### src/rtl/core/lrt_pkg.sv
// ----------------------------------------------------------------------------
// lrt_pkg
// Shared types and constants of the LRU replacement tracker.
// ----------------------------------------------------------------------------
package lrt_pkg;

  // Width of the page fields and of the capacity register
  localparam int PageW = 16;
  localparam int CapW  = 5;

  // Capacity register value after reset
  localparam logic [CapW-1:0] CapReset = 5'd10;

  // Request kinds
  typedef enum logic [0:0] {
    KindTouch = 1'b0,
    KindEvict = 1'b1
  } lrt_kind_e;

  // Request word as held in the input register
  typedef struct packed {
    lrt_kind_e        kind;
    logic [PageW-1:0] page;
  } lrt_req_t;

  // Result word as held in the output register
  typedef struct packed {
    logic             hit;
    logic             evicted_valid;
    logic [PageW-1:0] evicted_page;
  } lrt_rsp_t;

endpackage

### src/rtl/core/lrt_in_stage.sv
// ----------------------------------------------------------------------------
// lrt_in_stage
// Input register: captures one request word and holds it until the
// tracker table consumes it.
// ----------------------------------------------------------------------------
module lrt_in_stage (
  input  logic              clk_i,
  input  logic              rst_ni,
  input  logic              valid_i,
  output logic              ready_o,
  input  lrt_pkg::lrt_req_t req_i,
  output logic              valid_o,
  output lrt_pkg::lrt_req_t req_o,
  input  logic              take_i
);

  logic              valid_q, valid_d;
  logic              load;
  lrt_pkg::lrt_req_t req_q;

  // Accept when empty or when the held word leaves this cycle
  assign ready_o = !valid_q || take_i;
  assign load    = valid_i && ready_o;
  assign valid_d = load || (valid_q && !take_i);

  always_ff @(posedge clk_i or negedge rst_ni) begin
    if (!rst_ni) begin
      valid_q <= 1'b0;
    end else begin
      valid_q <= valid_d;
    end
  end

  // Hold the payload until replaced
  always_ff @(posedge clk_i) begin
    if (load) begin
      req_q <= req_i;
    end
  end

  assign valid_o = valid_q;
  assign req_o   = req_q;

endmodule

### src/rtl/core/lrt_table.sv
// ----------------------------------------------------------------------------
// lrt_table
// Entry table with recency ranks. Compares the request against all live
// entries at once, forms the result and updates pages, ranks and occupancy
// in the same cycle.
// ----------------------------------------------------------------------------
module lrt_table #(
  parameter int MAX_ENTRIES = 16
) (
  input  logic                       clk_i,
  input  logic                       rst_ni,
  input  logic                       step_i,
  input  lrt_pkg::lrt_req_t          req_i,
  input  logic [lrt_pkg::CapW-1:0]   cap_i,
  output lrt_pkg::lrt_rsp_t          rsp_o
);

  localparam int AgeW = (MAX_ENTRIES > 1) ? $clog2(MAX_ENTRIES) : 1;
  localparam int OccW = $clog2(MAX_ENTRIES + 1);
  localparam int CmpW = (OccW > lrt_pkg::CapW) ? OccW : lrt_pkg::CapW;

  // Entries live in slots 0..occupancy-1; rank 0 is the most recent
  logic [lrt_pkg::PageW-1:0] page_q [MAX_ENTRIES];
  logic [lrt_pkg::PageW-1:0] page_d [MAX_ENTRIES];
  logic [AgeW-1:0]           age_q  [MAX_ENTRIES];
  logic [AgeW-1:0]           age_d  [MAX_ENTRIES];
  logic [OccW-1:0]           occ_q, occ_d;

  logic [MAX_ENTRIES-1:0]    live;
  logic [MAX_ENTRIES-1:0]    match;
  logic [MAX_ENTRIES-1:0]    is_old;
  logic [MAX_ENTRIES-1:0]    past_hole;
  logic [AgeW-1:0]           oldest_rank;
  logic [AgeW-1:0]           hit_age;
  logic [lrt_pkg::PageW-1:0] old_page;
  logic                      is_touch;
  logic                      hit;
  logic                      full;
  logic                      not_empty;
  logic [CmpW-1:0]           eff_cap;
  logic [CmpW-1:0]           cap_ext;

  assign is_touch    = (req_i.kind == lrt_pkg::KindTouch);
  assign not_empty   = (occ_q != '0);
  assign oldest_rank = AgeW'(occ_q - OccW'(1));

  // Clamp capacity into 1..MAX_ENTRIES
  assign cap_ext = CmpW'(cap_i);
  always_comb begin
    if (cap_ext == '0) begin
      eff_cap = CmpW'(1);
    end else if (cap_ext > CmpW'(MAX_ENTRIES)) begin
      eff_cap = CmpW'(MAX_ENTRIES);
    end else begin
      eff_cap = cap_ext;
    end
  end
  assign full = (CmpW'(occ_q) >= eff_cap);

  // Compare all slots in parallel
  always_comb begin
    for (int i = 0; i < MAX_ENTRIES; i++) begin
      live[i]   = (OccW'(i) < occ_q);
      match[i]  = live[i] && (page_q[i] == req_i.page);
      is_old[i] = live[i] && (age_q[i] == oldest_rank);
    end
  end

  // Slots at or above the oldest entry; they shift down on an evict
  always_comb begin
    for (int i = 0; i < MAX_ENTRIES; i++) begin
      past_hole[i] = |(is_old & ({MAX_ENTRIES{1'b1}} >> (MAX_ENTRIES - 1 - i)));
    end
  end

  // Gather rank of the hit entry and page of the oldest entry
  always_comb begin
    hit_age  = '0;
    old_page = '0;
    for (int i = 0; i < MAX_ENTRIES; i++) begin
      hit_age  = hit_age  | (match[i]  ? age_q[i]  : '0);
      old_page = old_page | (is_old[i] ? page_q[i] : '0);
    end
  end

  assign hit = is_touch && (|match);

  // Form the result word
  always_comb begin
    rsp_o.hit           = hit;
    rsp_o.evicted_valid = is_touch ? (!hit && full) : not_empty;
    rsp_o.evicted_page  = rsp_o.evicted_valid ? old_page : '0;
  end

  // Next occupancy
  always_comb begin
    occ_d = occ_q;
    if (!is_touch) begin
      if (not_empty) begin
        occ_d = occ_q - OccW'(1);
      end
    end else if (!hit && !full) begin
      occ_d = occ_q + OccW'(1);
    end
  end

  // Next page and rank of each slot
  for (genvar g = 0; g < MAX_ENTRIES; g++) begin : g_slot
    logic [lrt_pkg::PageW-1:0] up_page;
    logic [AgeW-1:0]           up_age;
    logic                      is_new;

    if (g < MAX_ENTRIES - 1) begin : g_up
      assign up_page = page_q[g+1];
      assign up_age  = age_q[g+1];
    end else begin : g_top
      assign up_page = page_q[g];
      assign up_age  = age_q[g];
    end

    assign is_new = (OccW'(g) == occ_q);

    always_comb begin
      page_d[g] = page_q[g];
      age_d[g]  = age_q[g];
      if (!is_touch) begin
        // Close the hole left by the oldest entry
        if (live[g] && past_hole[g]) begin
          page_d[g] = up_page;
          age_d[g]  = up_age;
        end
      end else if (hit) begin
        // Promote the hit entry, age the more recent ones
        if (match[g]) begin
          age_d[g] = '0;
        end else if (live[g] && (age_q[g] < hit_age)) begin
          age_d[g] = age_q[g] + AgeW'(1);
        end
      end else if (full) begin
        // Replace the oldest entry in place
        if (is_old[g]) begin
          page_d[g] = req_i.page;
          age_d[g]  = '0;
        end else if (live[g]) begin
          age_d[g] = age_q[g] + AgeW'(1);
        end
      end else begin
        // Append in the first free slot
        if (is_new) begin
          page_d[g] = req_i.page;
          age_d[g]  = '0;
        end else if (live[g]) begin
          age_d[g] = age_q[g] + AgeW'(1);
        end
      end
    end
  end

  always_ff @(posedge clk_i or negedge rst_ni) begin
    if (!rst_ni) begin
      occ_q <= '0;
    end else if (step_i) begin
      occ_q <= occ_d;
    end
  end

  always_ff @(posedge clk_i) begin
    if (step_i) begin
      for (int i = 0; i < MAX_ENTRIES; i++) begin
        page_q[i] <= page_d[i];
        age_q[i]  <= age_d[i];
      end
    end
  end

endmodule

### src/rtl/core/lrt_out_stage.sv
// ----------------------------------------------------------------------------
// lrt_out_stage
// Result register: holds one result word until the consumer takes it.
// ----------------------------------------------------------------------------
module lrt_out_stage (
  input  logic              clk_i,
  input  logic              rst_ni,
  input  logic              load_i,
  input  lrt_pkg::lrt_rsp_t rsp_i,
  output logic              free_o,
  output logic              valid_o,
  input  logic              ready_i,
  output lrt_pkg::lrt_rsp_t rsp_o
);

  logic              valid_q, valid_d;
  lrt_pkg::lrt_rsp_t rsp_q;

  // Free when empty or when the held word is taken this cycle
  assign free_o  = !valid_q || ready_i;
  assign valid_d = load_i || (valid_q && !ready_i);

  always_ff @(posedge clk_i or negedge rst_ni) begin
    if (!rst_ni) begin
      valid_q <= 1'b0;
    end else begin
      valid_q <= valid_d;
    end
  end

  always_ff @(posedge clk_i) begin
    if (load_i) begin
      rsp_q <= rsp_i;
    end
  end

  assign valid_o = valid_q;
  assign rsp_o   = rsp_q;

endmodule

### src/rtl/core/lru_replacement_tracker.sv
// ----------------------------------------------------------------------------
// lru_replacement_tracker
// Tracks page ids in least-recently-used order and reports hits and evictions.
// ----------------------------------------------------------------------------
// The tracker takes one request word per cycle while the result register can
// take its result, and returns exactly one result word per request, in order.
// A request is held in the input register, and stays there as long as a
// result word waits, while all entries are compared against it in parallel.
// Its result enters the output register as the request leaves the input
// register. The parallel compare over all slots is combinational and sets the
// throughput of one word per cycle. A touch makes a tracked page most recent
// or inserts a new one, evicting the least recent page when occupancy has
// reached the capacity register (clamped to 1..MAX_ENTRIES). An evict request
// drains the least recent page, or reports none when empty. Write capacity
// only while idle.
// ----------------------------------------------------------------------------
module lru_replacement_tracker #(
  parameter int MAX_ENTRIES = 16
) (
  input  logic                        clk_i,
  input  logic                        rst_ni,
  input  logic                        in_valid_i,
  output logic                        in_ready_o,
  input  logic                        kind_i,
  input  logic [lrt_pkg::PageW-1:0]   page_i,
  output logic                        out_valid_o,
  input  logic                        out_ready_i,
  output logic                        hit_o,
  output logic                        evicted_valid_o,
  output logic [lrt_pkg::PageW-1:0]   evicted_page_o,
  input  logic                        cfg_we_i,
  input  logic [lrt_pkg::CapW-1:0]    cfg_wdata_i
);

  lrt_pkg::lrt_req_t          req_in;
  lrt_pkg::lrt_req_t          req_held;
  lrt_pkg::lrt_rsp_t          rsp_next;
  lrt_pkg::lrt_rsp_t          rsp_held;
  logic                       held_valid;
  logic                       out_free;
  logic                       step;
  logic [lrt_pkg::CapW-1:0]   capacity_q;

  // Capacity register
  always_ff @(posedge clk_i or negedge rst_ni) begin
    if (!rst_ni) begin
      capacity_q <= lrt_pkg::CapReset;
    end else if (cfg_we_i) begin
      capacity_q <= cfg_wdata_i;
    end
  end

  assign req_in.kind = lrt_pkg::lrt_kind_e'(kind_i);
  assign req_in.page = page_i;

  // Advance the held request when the result register can take its result
  assign step = held_valid && out_free;

  lrt_in_stage u_in_stage (
    .clk_i   (clk_i),
    .rst_ni  (rst_ni),
    .valid_i (in_valid_i),
    .ready_o (in_ready_o),
    .req_i   (req_in),
    .valid_o (held_valid),
    .req_o   (req_held),
    .take_i  (step)
  );

  lrt_table #(
    .MAX_ENTRIES (MAX_ENTRIES)
  ) u_table (
    .clk_i  (clk_i),
    .rst_ni (rst_ni),
    .step_i (step),
    .req_i  (req_held),
    .cap_i  (capacity_q),
    .rsp_o  (rsp_next)
  );

  lrt_out_stage u_out_stage (
    .clk_i   (clk_i),
    .rst_ni  (rst_ni),
    .load_i  (step),
    .rsp_i   (rsp_next),
    .free_o  (out_free),
    .valid_o (out_valid_o),
    .ready_i (out_ready_i),
    .rsp_o   (rsp_held)
  );

  assign hit_o           = rsp_held.hit;
  assign evicted_valid_o = rsp_held.evicted_valid;
  assign evicted_page_o  = rsp_held.evicted_page;

endmodule

### config.mk
export PLATFORM = sky130hd
export DESIGN_NAME = lru_replacement_tracker
export DESIGN_NICKNAME = d
export VERILOG_FILES = /design/src/rtl/core/lrt_pkg.sv /design/src/rtl/core/lrt_in_stage.sv /design/src/rtl/core/lrt_table.sv /design/src/rtl/core/lrt_out_stage.sv /design/src/rtl/core/lru_replacement_tracker.sv
export SDC_FILE = /design/constraint.sdc
export NUM_CORES = 1
export LEC_CHECK = 0
export ABC_AREA = 0
export BUFFER_PORTS_ARGS = -buffer_cell sky130_fd_sc_hd__buf_4
export CAP_MARGIN = 0
export CORE_MARGIN = 2
export CORE_UTILIZATION = 30
export CTS_BUF_LIST = sky130_fd_sc_hd__clkbuf_8
export DETAILED_ROUTE_END_ITERATION = 8
export GPL_TIMING_DRIVEN = 0
export PLACE_DENSITY_LB_ADDON = 0.12
export SLEW_MARGIN = 30
export SYNTH_ARGS = -nofsm -noshare
export SYNTH_HDL_FRONTEND = slang
export SYNTH_SLANG_ARGS = --single-unit
### constraint.sdc
create_clock -name clk_i -period 11.4 [get_ports clk_i]
set_clock_uncertainty 0.2 [all_clocks]
set_input_delay 1.14 -clock clk_i [delete_from_list [all_inputs] [get_ports clk_i]]
set_output_delay 1.14 -clock clk_i [all_outputs]
set_load 0.03 [all_outputs]
==> results.json, run 1 <==
{
  "internal-power_uw": 3780,
  "critPathMaxFanout": 10,
  "grt-ovfl-total": 0,
  "swShare_pct": 48.4,
  "nNetsFinal": 2829,
  "fp-row-count": 105,
  "die-area_um2": 84700,
  "nFillCells": 8460,
  "synthArstFlopShare_pct": 3.27,
  "drc": 0,
  "seqPwrFrac_pct": 29.9,
  "endpoint_kind": "register",
  "post_cts_buffers": 0,
  "wirelength_um": 150000,
  "drive_gt1_share_pct": 14.0,
  "cts_resized": 0,
  "tightest_slew_ns": 1.15,
  "grt_usage_pct": 34.7,
  "grt_max_degree": 17,
  "cts.sinks": 367,
  "powerDensity_nw_per_um2": 254,
  "die_x_um": 291,
  "hold_class": "input pin to asynchronous set/reset pin",
  "total_power_uw": 7330,
  "start_kind": "register",
  "gp_congestion": 1.07,
  "ys_seq_area_share_pct": 44.4,
  "cp_cell_sequence": "buf_2 -> buf_4 -> buf_2 -> inv_1 -> ha_1 -> clkbuf_1 -> buf_2 -> xnor2_1 -> nor2_1 -> and4_1 -> clkbuf_2 -> clkbuf_2 -> nor2_1 -> o21ai_0 -> o21ai_0 -> nor2_4 -> buf_16",
  "antenna_found_initial": 5,
  "cp_common_cell": "buf_2",
  "rsz0062_at_grt": "no",
  "cts_tree": "done",
  "grt_first_pass_wirelength_um": 199000,
  "avgSynthCellArea_um2": 9.52,
  "io_buffers": 46,
  "r2r_start": "u_table.occ_q[0]",
  "syn_inst": 2596,
  "cap_viol_max_count": 0,
  "power_switching_uw": 3550,
  "synth_warnings": 0,
  "slowest_delay_ns": 0.63,
  "multi_input_area_um2": 12900,
  "drtIter0Drc": 3384,
  "grt_pass1_vias": 22700,
  "io_pins": 47,
  "synth-edff-count": 355,
  "clkTransAtPathRegs_ns": 0.06,
  "cp_data_arrival_time_ns": 7.26,
  "cts_root_buf": "clkbuf_8",
  "clkPwrFrac_pct": 19.0,
  "viasPerCell": 6.11,
  "clock.fmax_mhz": 142,
  "period_needed_ns": 7.06,
  "outcome": "complete, no violations",
  "coreArea_um2": 81800,
  "syn_nets": 2665,
  "combPwrFrac_pct": 51.1,
  "grtUsageMet3_pct": 7.08,
  "h-tree-depth": 3,
  "cp.required_ns": 11.60,
  "area_growth_pct": 16.6,
  "numCtsBuffers": 74,
  "met1_usage_pct": 42.5,
  "regArea_um2": 11000,
  "via_count": 23717,
  "first_pass_iters": 8,
  "post_drt_wl_per_cell_um": 38.7,
  "grt_busiest_layer": "met2",
  "netlist_area_um2": 24700,
  "use_met2_pct": 54.6,
  "crit_type": "register to register",
  "startpoint": "u_table.occ_q[0]",
  "p_leak_uw": 0.0106,
  "ys.flop_type": "edfxtp_1",
  "clock_latency_ns": 0.73,
  "layout_common_cells": "nand2_1 (628), edfxtp_1 (355), xnor2_1 (283)",
  "peakVddDrop_mv": 0.107,
  "hold_viol_final": 0,
  "cts_max_path_buffers": 3,
  "final_antenna_net_count": 0,
  "slowest_stage": "clkbuf_2",
  "die_h_um": 291,
  "drv_slew": 0,
  "ys_ff_latch": 367,
  "postCtsHoldBufs": 0,
  "hpwl_um": 116000,
  "relSlewSlack_pct": 23.1,
  "tns_ns": 0,
  "setup_viol": 0,
  "synth.distinct_cells": 103,
  "start_util_pct": 30.2,
  "fin_crit_sh_pct": 61.9,
  "final_common_cell": "nand2_1"
}
## cell usage after synthesis, types with 7 or more instances
| cell | instances | share of area [%] |
|---|---|---|
| a21oi_1 | 58 | 1.2 |
| nor4_2 | 9 | 0.46 |
| nor2_1 | 108 | 1.6 |
| inv_1 | 45 | 0.68 |
| xnor3_1 | 7 | 0.64 |
| a22oi_1 | 62 | 1.9 |
| buf_2 | 22 | 0.45 |
| nand2_1 | 628 | 9.5 |
| dfrtp_1 | 10 | 1.0 |
| a221oi_1 | 46 | 1.6 |
| nand3_1 | 79 | 1.6 |
| a31oi_1 | 24 | 0.61 |
| o31ai_1 | 12 | 0.36 |
| buf_1 | 15 | 0.23 |
| a41oi_1 | 8 | 0.28 |
| and4_1 | 12 | 0.43 |
| clkbuf_1 | 109 | 1.7 |
| ha_1 | 42 | 2.1 |
| xnor2_1 | 283 | 10 |
| mux2_2 | 12 | 0.55 |
| a32o_1 | 7 | 0.28 |
| a32oi_1 | 11 | 0.39 |
| buf_6 | 20 | 0.91 |
| edfxtp_1 | 355 | 43 |
| nand2b_1 | 15 | 0.38 |
| nor2b_1 | 7 | 0.18 |
| a21o_1 | 16 | 0.49 |
| xor2_1 | 38 | 1.3 |
| and3_1 | 26 | 0.66 |
| mux2i_1 | 14 | 0.57 |
| o21ai_0 | 76 | 1.5 |
| nor4_1 | 15 | 0.38 |
| nor3_1 | 52 | 1.1 |
| and2_1 | 20 | 0.51 |
| buf_4 | 18 | 0.55 |
| maj3_1 | 20 | 0.81 |
| nand4_1 | 103 | 2.6 |
| a22o_1 | 48 | 1.7 |
| o211ai_1 | 10 | 0.30 |
| o21ai_1 | 7 | 0.14 |
## worst paths after layout
path	cells past startpoint	end	slack (ns)
worst max-delay path	17	u_table.page_q[0][74]	4.34
worst min-delay path	1	u_table.occ_q[1]	0.06
worst max register to register	17	u_table.page_q[0][74]	4.34
worst min register to register	0	u_table.page_q[1][112]	0.24
max in group asynchronous	1	capacity_q[1]	10.69
min in group clk_i	0	u_table.page_q[1][112]	0.24
## layer usage
layer	up-vias	share of wire, %
met5	-	0.027
met4	6	8.6
met3	520	8.5
met2	1587	44
met1	11832	39
li1	9772	-
## per-stage QoR
stage          instance area [µm²]  hold slack (ns)  util, %  instances  setup WS (ns)
2_1_floorplan                24700            0.221        -       2596           5.97
3_3_place_gp                 26400            0.229     32.2       3712         -0.309
3_5_place_dp                 27300            0.226     33.4       3753           4.60
4_1_cts                      28800           0.0287     35.2       3880           4.59
5_1_grt                      28800           0.0650     35.2       3882           4.38
6_report                     28800           0.0601     35.2       3882           4.34
## worst max-delay path, delay by kind of cell (launching register included)
kind / cells / cell delay [ns]
buffers and inverters: 9 / 3.94
AND/OR/NAND/NOR: 4 / 1.07
AO/OA/AOI/OAI: 2 / 0.52
flip-flops: 1 / 0.47
adder cells (fa/ha/maj): 1 / 0.36
XOR/XNOR: 1 / 0.13
## power groups by stage
stage | combinational [µW] | sequential, µW | clock [µW]
global placement | 3420 | 2200 | 0
floorplan | 2020 | 2110 | 0
CTS | 3620 | 2170 | 1420
finish | 3750 | 2190 | 1390
global route | 3860 | 2200 | 1470
detailed placement | 3610 | 2200 | 0
## cell type report
class	count	area share (%)
antenna	1	0.00868
clock buffer	78	3.73
multi-input combinational	1997	44.6
timing repair buffer	88	3.64
sequential	367	38.0
buffer	185	3.46
tap	1070	4.65
inverter	47	0.621
clock inverter	49	1.23
## state kept, by name, indices dropped and copies added, names as in the netlist
name,count
u_in_stage.req_o,17
u_table.occ_q,5
u_in_stage.valid_o,1
u_table.age_q,64
u_out_stage.rsp_o,18
capacity_q,5
u_out_stage.valid_o,1
u_table.page_q,256
## cell families (layout without fill, tap and decap cells)
group	after synthesis	in the layout	synth area share (%)
AND/OR/NAND/NOR	1119	1119	21.1
AO/OA/AOI/OAI	457	457	13.6
flip-flops	367	367	44.4
XOR/XNOR	330	330	12.2
buffers and inverters	232	447	4.53
adder cells (fa/ha/maj)	65	65	3.07
multiplexers	26	26	1.11
other	0	1	0
No activity file was read; power rests on OpenSTA's default activity.
==> run 2: changes to the inputs <==
ABC_AREA = 1   (was 0)
clock period = 7.2 ns   (was 11.4 ns; I/O delays follow)
==> run 2 against run 1 <==
Utilization shrank 0.60 points. Sequential share of layout area shrank 2.8 points. Final cell count grew 33%. Worst hold slack gained 0.0023 ns. Area after synthesis grew 10%. Critical endpoint is now u_out_stage.rsp_o[10]. Via count grew 21%. Die area grew 9.9%. Sequential power grew 55%. Final area grew 7.9%.
==> results.json, run 2 <==
{
  "outcome": "complete, no violations",
  "post_drt_wl_per_cell_um": 29.8,
  "via_count": 28707,
  "start_util_pct": 30.3,
  "hold_class": "input pin to register",
  "synth-edff-count": 355,
  "synthArstFlopShare_pct": 3.27,
  "rsz0062_at_grt": "no",
  "cap_viol_max_count": 0,
  "cts_max_path_buffers": 3,
  "cp_cell_sequence": "inv_1 -> clkbuf_2 -> ha_1 -> buf_1 -> buf_2 -> xnor2_1 -> nor4_1 -> nand2_1 -> clkbuf_1 -> o22ai_1 -> nor4_1 -> a31oi_1",
  "largest-register": "u_table.page_q",
  "ys_seq_area_share_pct": 40.3,
  "io_buffers": 45,
  "layout_common_cells": "nand2_1 (1154), inv_1 (428), nor2_1 (415)",
  "die-area_um2": 93100,
  "synth_warnings": 0,
  "drive_gt1_share_pct": 9.18,
  "nNetsFinal": 4012,
  "cp.required_ns": 7.38,
  "first_pass_iters": 6,
  "coreArea_um2": 89900,
  "pre_cts_slack_ns": 1.29,
  "clock_latency_ns": 0.77,
  "grt_first_pass_wirelength_um": 208000,
  "final_core_util_pct": 34.6,
  "largest_reg_flops": 256,
  "final_antenna_net_count": 0,
  "critPathMaxFanout": 13,
  "io_pins": 47,
  "fin_ws_ns": 1.03,
  "drtIter0Drc": 4015,
  "avgSynthCellArea_um2": 7.20,
  "slowest_delay_ns": 0.83,
  "yosysMostFrequentCell": "nand2_1",
  "clkTransAtPathRegs_ns": 0.05,
  "endpoint_kind": "register",
  "h-tree-depth": 3,
  "die_h_um": 305,
  "peakVddDrop_mv": 0.214,
  "fin_crit_sh_pct": 85.7,
  "grt-ovfl-total": 0,
  "met1_usage_pct": 46.2,
  "cts.sinks": 367,
  "grt_max_degree": 18,
  "drv_slew": 0,
  "use_met2_pct": 47.1,
  "synth_area_leaders": "edfxtp_1 (39%), nand2_1 (16%), o21ai_0 (5.9%)",
  "synth.distinct_cells": 59,
  "nFillCells": 9752,
  "drc": 0,
  "powerDensity_nw_per_um2": 380,
  "slowest_stage": "clkbuf_1",
  "p_leak_uw": 0.0139,
  "synth_top_area_share_pct": 39.2,
  "synth_top_cell_by_area": "edfxtp_1",
  "cts_root_buf": "clkbuf_8",
  "grt_usage_pct": 32.4,
  "area_growth_pct": 14.4,
  "viasPerCell": 5.54,
  "hold_viol_final": 0,
  "crit_type": "register to register",
  "setup_viol": 0,
  "timing.critical_path.buf_inv": 5,
  "syn_inst": 3775,
  "antenna_found_initial": 4,
  "die_x_um": 305,
  "grt_pass1_vias": 25979,
  "cts_resized": 0,
  "cts_tree": "done",
  "tightest_slew_ns": 1.11,
  "syn_nets": 3844,
  "wirelength_um": 154000,
  "cp_data_arrival_time_ns": 6.35,
  "netlist_area_um2": 27200,
  "gp_congestion": 1.00,
  "numCtsBuffers": 76,
  "cp_common_cell": "nor4_1",
  "grt_busiest_layer": "met2",
  "postCtsHoldBufs": 24,
  "post_cts_buffers": 0,
  "yosys-top-cells-count": "nand2_1 (1155), nor2_1 (421), inv_1 (400)",
  "final_common_cell": "nand2_1",
  "hpwl_um": 124000,
  "fp-row-count": 110,
  "ys.flop_type": "edfxtp_1",
  "critPathTopFamily": "buffers and inverters",
  "grtUsageMet3_pct": 6.08,
  "clock.fmax_mhz": 162,
  "period_needed_ns": 6.17,
  "start_kind": "register",
  "ys_ff_latch": 367,
  "relSlewSlack_pct": 26.1
}
[run 2: changes by cell type in the layout (fill, tap and decap cells not counted), sizes merged, moves of 89 or more]
cell / previous run / this run
nand2: 630 / 1174
xnor2: 284 / 63
nor2: 111 / 443
o21ai: 85 / 335
o22ai: 3 / 92
inv: 65 / 469
[run 2: kinds of logic after synthesis]
logic type | Yosys count | synth area share (%)
buffers and inverters | 608 | 9.00
xor gates and xnor gates | 173 | 5.57
AOI/OAI and AO/OA | 643 | 13.4
adders and majority gates | 42 | 1.93
muxes | 1 | 0.0368
DFF | 367 | 40.3
and+or+nand+nor | 1941 | 29.7
[run 2: where the power goes]
part / total, µW / switching [µW] / internal (µW)
clock network: 2290 / 1140 / 1150
registers: 3400 / 395 / 3000
logic: 6130 / 4480 / 1650
total: 11800 / 6020 / 5810
[run 2: area by class of cell]
cell class / instances / area (µm²) / share of cell area [%]
multi-input combinational: 2800 / 13900 / 44.8
sequential: 367 / 11000 / 35.2
inverter: 436 / 1640 / 5.26
tap: 1176 / 1470 / 4.73
clock buffer: 77 / 1060 / 3.41
buffer: 172 / 832 / 2.68
timing repair buffer: 90 / 813 / 2.61
clock inverter: 57 / 393 / 1.26
antenna: 3 / 7.51 / 0.0241
[run 2: per-layer routing]
layer	part of all wire (%)	up-vias
li1	-	12875
met1	44	13737
met2	41	1738
met3	10	357
met4	4.9	0
met5	0	-
[run 2: final timing paths]
path	end	cells past startpoint	startpoint	slack [ns]
hold reg to reg	u_table.page_q[1][112]	0	u_in_stage.req_o[0]	0.24
setup reg to reg	u_out_stage.rsp_o[10]	12	u_table.occ_q[0]	1.03
min in group asynchronous	u_table.occ_q[3]	2	rst_ni	0.18
max in group asynchronous	capacity_q[3]	2	rst_ni	6.38
hold / removal	u_out_stage.valid_o	4	out_ready_i	0.06
setup / recovery	u_out_stage.rsp_o[10]	12	u_table.occ_q[0]	1.03
[run 2: stage by stage]
step	instances	TNS, ns	total power (µW)	instance area (µm²)	hold slack, ns
after global routing	5176	0	12300	31100	0.110
final	5178	0	11800	31100	0.0623
after floorplan	3775	0	6810	27200	0.221
after CTS	5175	0	11600	31100	0.0308
after detailed placement	5017	0	9310	29400	0.236
after global placement	4996	-83.17	9240	29000	0.225
[run 2: tightest hold or removal path, stage by stage]
cell,delay (ns)
buf_4,0.07
inv_1,0.04
nand2_1,0.07
nand2_1,0.05
